<file path="src/hw/rtl/gcns_pkg.sv">
// Shared types, codes and constants for the great-circle nearest search.
// Used by gcns_store, gcns_mul and the great_circle_nearest_search top level.
`timescale 1ns / 1ps

package gcns_pkg;

  // Point table size and the index and count widths that follow from it
  localparam int MAX_POINTS = 8192;
  localparam int IDX_W      = $clog2(MAX_POINTS);
  localparam int CNT_W      = $clog2(MAX_POINTS + 1);

  // Stream field widths
  localparam int REQ_W        = 2;
  localparam int STATUS_W     = 2;
  localparam int TYPE_W       = 4;
  localparam int ANGLE_W      = 32;
  localparam int MATCH_IDX_W  = 13;
  localparam int METRIC_W     = 31;
  localparam int IN_DATA_W    = 72;   // type, lat, lon, filter
  localparam int OUT_DATA_W   = 112;  // index, type, lat, lon, metric

  // Request codes
  localparam logic [REQ_W-1:0] REQ_APPEND = 2'd0;
  localparam logic [REQ_W-1:0] REQ_QUERY  = 2'd1;
  localparam logic [REQ_W-1:0] REQ_CLEAR  = 2'd2;

  // Result status codes
  localparam logic [STATUS_W-1:0] STAT_DONE  = 2'd0;
  localparam logic [STATUS_W-1:0] STAT_FULL  = 2'd1;
  localparam logic [STATUS_W-1:0] STAT_MATCH = 2'd2;
  localparam logic [STATUS_W-1:0] STAT_NONE  = 2'd3;

  // Q2.30 fixed point
  localparam logic [31:0] ONE_Q30     = 32'h4000_0000;
  localparam logic [31:0] HALF_PI_Q30 = 32'd1686629713;  // pi * 2^29
  localparam logic [5:0]  SH_Q30      = 6'd30;

  // Horner divisors as reciprocal multiplies: v / d == (v * M) >> K for v < 2^30.
  // Entries 0..3 serve the cosine series (56, 30, 12, 2), 4..7 the sine series
  // (72, 42, 20, 6).  K is 30 plus ceil(log2(d)).
  localparam logic [31:0] DIV_M [8] = '{
    32'(((64'd1 << 36) + 64'd55) / 64'd56),
    32'(((64'd1 << 35) + 64'd29) / 64'd30),
    32'(((64'd1 << 34) + 64'd11) / 64'd12),
    32'(((64'd1 << 31) + 64'd1)  / 64'd2),
    32'(((64'd1 << 37) + 64'd71) / 64'd72),
    32'(((64'd1 << 36) + 64'd41) / 64'd42),
    32'(((64'd1 << 35) + 64'd19) / 64'd20),
    32'(((64'd1 << 33) + 64'd5)  / 64'd6)
  };
  localparam logic [5:0] DIV_K [8] = '{
    6'd36, 6'd35, 6'd34, 6'd31, 6'd37, 6'd36, 6'd35, 6'd33
  };

  // One stored point
  typedef struct packed {
    logic [TYPE_W-1:0]  ptype;
    logic [ANGLE_W-1:0] lat;
    logic [ANGLE_W-1:0] lon;
  } point_t;

  // Operation for the shared multiply-shift unit
  typedef struct packed {
    logic [31:0] a;
    logic [31:0] b;
    logic [5:0]  sh;
  } mul_op_t;

  // Octant setup of one sine or cosine evaluation
  typedef struct packed {
    logic [29:0] t;       // reduced angle, at most 2^29
    logic        need_s;  // octant sine wanted, else octant cosine
    logic        neg;     // result sign
  } fn_setup_t;

  // Fold a full binary angle into the first octant and pick series and sign
  function automatic fn_setup_t fn_setup(input logic [31:0] ang, input logic want_cos);
    fn_setup_t   res;
    logic [1:0]  q;
    logic [29:0] r;
    logic [30:0] fold;
    logic        swap;
    logic        pick_sr;
    q       = ang[31:30];
    r       = ang[29:0];
    swap    = (r > 30'h2000_0000);
    fold    = 31'h4000_0000 - {1'b0, r};
    res.t   = swap ? fold[29:0] : r;
    pick_sr = want_cos ? q[0] : ~q[0];
    res.need_s = pick_sr ^ swap;
    res.neg    = want_cos ? ((q == 2'd1) || (q == 2'd2)) : q[1];
    return res;
  endfunction

endpackage

</file>
<file path="src/hw/rtl/gcns_mul.sv">
// Shared 32x32 multiplier with a right shift and a result register.
// Depends on gcns_pkg for the operation struct.
`timescale 1ns / 1ps

module gcns_mul (
  input  logic              clk_i,
  input  gcns_pkg::mul_op_t op_i,
  output logic [31:0]       res_o
);

  logic [63:0] prod;
  logic [31:0] res_d;
  logic [31:0] res_q;

  // Multiply, then scale down by the requested shift
  assign prod  = 64'(op_i.a) * 64'(op_i.b);
  assign res_d = 32'(prod >> op_i.sh);

  always_ff @(posedge clk_i) begin
    res_q <= res_d;
  end

  assign res_o = res_q;

endmodule

</file>
<file path="config.mk">
export PLATFORM = sky130hd
export DESIGN_NAME = gcns_mul
export DESIGN_NICKNAME = d
export VERILOG_FILES = /design/src/hw/rtl/gcns_pkg.sv /design/src/hw/rtl/gcns_mul.sv
export SDC_FILE = /design/constraint.sdc
export NUM_CORES = 2
export LEC_CHECK = 0
export BUFFER_PORTS_ARGS = -buffer_cell sky130_fd_sc_hd__buf_2
export CAP_MARGIN = 15
export CORE_MARGIN = 5
export CORE_UTILIZATION = 70
export DETAILED_ROUTE_END_ITERATION = 7
export GPL_ROUTABILITY_DRIVEN = 0
export HOLD_SLACK_MARGIN = 0.12
export MAX_ROUTING_LAYER = met4
export PLACE_DENSITY = 0.95
export SLEW_MARGIN = 10
export SYNTH_ARGS = -nofsm -noshare
export SYNTH_HDL_FRONTEND = slang
export SYNTH_SLANG_ARGS = --single-unit
</file>
<file path="constraint.sdc">
create_clock -name clk_i -period 21.7 [get_ports clk_i]
set_input_delay 2.17 -clock clk_i [delete_from_list [all_inputs] [get_ports clk_i]]
set_output_delay 2.17 -clock clk_i [all_outputs]
set_load 0.02 [all_outputs]
</file>
==> results by group <==
Outcome
  • Run status: finished, violations left
  • Violated checks: design-rule violations

Global routing
  • First-pass GRT wire length: roughly 190 mm
  • Remaining global-route overflow: 0
  • Antenna violations before repair: 7
  • Number of global-route vias before repair: between 30000 and 40000
  • Pin count of the biggest net entering global routing: 71
  • Total routing usage reported by global routing: around two fifths

Floorplanning
  • Number of top-level pins: around 100
  • Row cnt: 86
  • DIE AREA: about 60000 um^2
  • Placeable core region: 54800 um^2
  • Chip Width: between 200 and 250 um
  • Initial core utilization: 70.3%
  • Die Span Y: 244 um

Clock network
  • Clk Tree Root Cell: sky130_fd_sc_hd__clkbuf_16
  • Htree depth: 2
  • Clock input transition at the sequential cells of the worst setup and hold paths: approximately 50 ps
  • Clock tree sinks: 32
  • CTS tree: yes
  • Clk buf depth: 2
  • Hold-fix buffers, CTS: 0
  • Number of buffers inserted to repair setup after CTS: 0
  • # resized after CTS: 0
  • Cts bufs inserted: 5

STA
  • Actual slew at the worst max-slew pin: between 1000 and 1500 ps
  • Count of pins over their slew limit: 0
  • Share of the clock period used by the worst path after layout: between 50% and 60%
  • Achievable frequency: ~88 MHz
  • Accumulated negative setup slack: 0 ps
  • Count of final setup violators: 0
  • Time the worst path needs with I/O delays and setup: 11340 ps
  • RSZ-0062 raised after global routing: false
  • Slew headroom: 30.8%
  • Final Hold Fails: 0

Run
  • Reported max-cap violation count: 0

Yosys
  • Yosys warning total: 0
  • Largest area contributor in the synthesized netlist: sky130_fd_sc_hd__fa_1
  • Mean post-synth cell area: just under 9 um^2
  • Number of nets in the synthesized netlist: ~5600
  • Synth top area cells: sky130_fd_sc_hd__fa_1, sky130_fd_sc_hd__ha_1, sky130_fd_sc_hd__nand2_1, sky130_fd_sc_hd__and2_1, sky130_fd_sc_hd__inv_1
  • Post-synthesis cell area: 38500 um^2
  • EDFF count, synth: 0
  • Number of distinct library cell variants in the gate-level netlist after synthesis: slightly below 100
  • Fraction of the yosys area taken by sequential cells: 1.66%
  • Post-synth top area share: ~47%
  • Synth async-reset ratio: 0%
  • Dominant synthesized flop cell: sky130_fd_sc_hd__dfxtp_1
  • Gate count after technology mapping: around 4400
  • Synthesis-stage register bit count: 32

Worst setup path
  • Data arrival time at the worst-slack endpoint: 11530 ps
  • Critical path capture point type: flop
  • Biggest cell delay along the critical path: 680 ps
  • Biggest fanout along the worst timing path: 32
  • CP dominant cell by count: sky130_fd_sc_hd__fa_1
  • Slowest CP cell: sky130_fd_sc_hd__a21oi_1
  • Crit path kind: primary input to flop
  • Data required, critical path: between 20000 and 25000 ps
  • Series of cell instances along the critical path: buf_2, nand2_1, fa_1, fa_1, fa_1, fa_1, fa_1, fa_1, fa_1, fa_1, inv_1, ha_1, nand4_4, or2_1, or4b_4, nor4_2, nor2_1, xnor2_1, mux2i_1, a21oi_1, a2bb2oi_1, o311ai_0, a21oi_1
  • Type of origin of the critical path: primary input

Placement
  • Count of buffers inserted at the top-level ports: between 100 and 150
  • DP HPWL: between 90 and 100 mm

Route
  • DR WL/cell: between 20 and 25 um
  • Remaining number of nets flagged by the antenna check after routing: 0
  • Wirelength, routed: 122 mm
  • DRC violations left: between 70 and 80
  • DR iter-0 viols: roughly 5800
  • Average via count per standard cell: approximately 7
  • Iteration count of the initial detailed-routing pass: 8
  • Total number of vias: roughly 35000

Final layout
  • Max FFs per register: 32
  • Synth-to-Final Area Change: 0.845%
  • Top library cells by usage in the layout, fill and taps aside: sky130_fd_sc_hd__fa_1, sky130_fd_sc_hd__nand2_1, sky130_fd_sc_hd__inv_1
  • Most frequent standard cell in the layout excluding fill and tap cells: sky130_fd_sc_hd__fa_1
  • Share of cells above drive strength 1: under 10%
  • Final nets: approximately 5400

Hold path
  • Type of the worst min-delay path: primary input to flop
## path summary, 6_finish.rpt
kind                  cells after the start  slack, ps        end     start
worst max-delay path                     23      10360   res_o[3]  op_i[11]
worst min-delay path                      2       2500  res_o[25]   op_i[4]
## cells by family after synthesis
family / after synthesis / share of synthesized area [%]
DFF: 32 / 1.66
and+or+nand+nor: 1586 / 19.4
AOI/OAI and AO/OA: 620 / 11.2
adders and majority gates: 1159 / 55.2
xor gates and xnor gates: 48 / 1.09
muxes: 85 / 2.87
buffers and inverters: 837 / 8.56
## per-layer routing
metal  vias up  GRT usage [%]  part of all wire (%)
met3      1176           13.1                    15
met2      3543           63.2                    44
met4         0           24.5                   8.6
met5         -              -                     0
li1      13700              -                     -
met1     16400           49.8                    32
## critical path, delay by kind of cell
family                     cells  cell delay (ps)
adders and majority gates      9             4900
buffers and inverters          2              660
muxes                          1              160
and+or+nand+nor                6             1920
AOI/OAI and AO/OA              4             1400
xor gates and xnor gates       1              290
## cell usage after synthesis (19+ instances only)
library cell	instances
sky130_fd_sc_hd__dfxtp_1	32
sky130_fd_sc_hd__inv_1	527
sky130_fd_sc_hd__nand3_1	44
sky130_fd_sc_hd__mux2_2	20
sky130_fd_sc_hd__a211o_1	23
sky130_fd_sc_hd__a211oi_1	32
sky130_fd_sc_hd__ha_1	263
sky130_fd_sc_hd__and2_1	354
sky130_fd_sc_hd__clkbuf_1	251
sky130_fd_sc_hd__o21a_1	25
sky130_fd_sc_hd__o22ai_1	28
sky130_fd_sc_hd__a31oi_1	19
sky130_fd_sc_hd__o211ai_1	33
sky130_fd_sc_hd__nand4_1	53
sky130_fd_sc_hd__fa_1	896
sky130_fd_sc_hd__a21oi_1	144
sky130_fd_sc_hd__a21o_1	26
sky130_fd_sc_hd__o21ai_0	84
sky130_fd_sc_hd__nor2_1	137
sky130_fd_sc_hd__xnor2_1	32
sky130_fd_sc_hd__mux2i_1	46
sky130_fd_sc_hd__nand2_1	849
sky130_fd_sc_hd__nor3_1	39
## area by class of cell
type	count	area, um^2
multi-input combinational	3498	34500
fill	3558	16000
inverter	531	1990
tap	704	881
sequential	32	641
timing repair buffer	111	578
clock buffer	5	125
antenna	12	30.0
clock inverter	2	12.5
## metrics by stage
stage                     hold slack [ps]  utilization [%]  instances  setup slack [ps]  cell area [um^2]
after floorplan                      2510                -       4367             12010             38500
after global placement               2590             70.5       4876             10690             38600
after detailed placement             2590             70.5       4876             10530             38600
after CTS                            2470             70.8       4883             10770             38800
after global routing                 2530             70.8       4891             10240             38800
final                                2500             70.8       4895             10360             38800
Power is left out: the tool's default activity adds up to more than one toggle a clock period on the data nets, which glitch-free logic cannot reach.
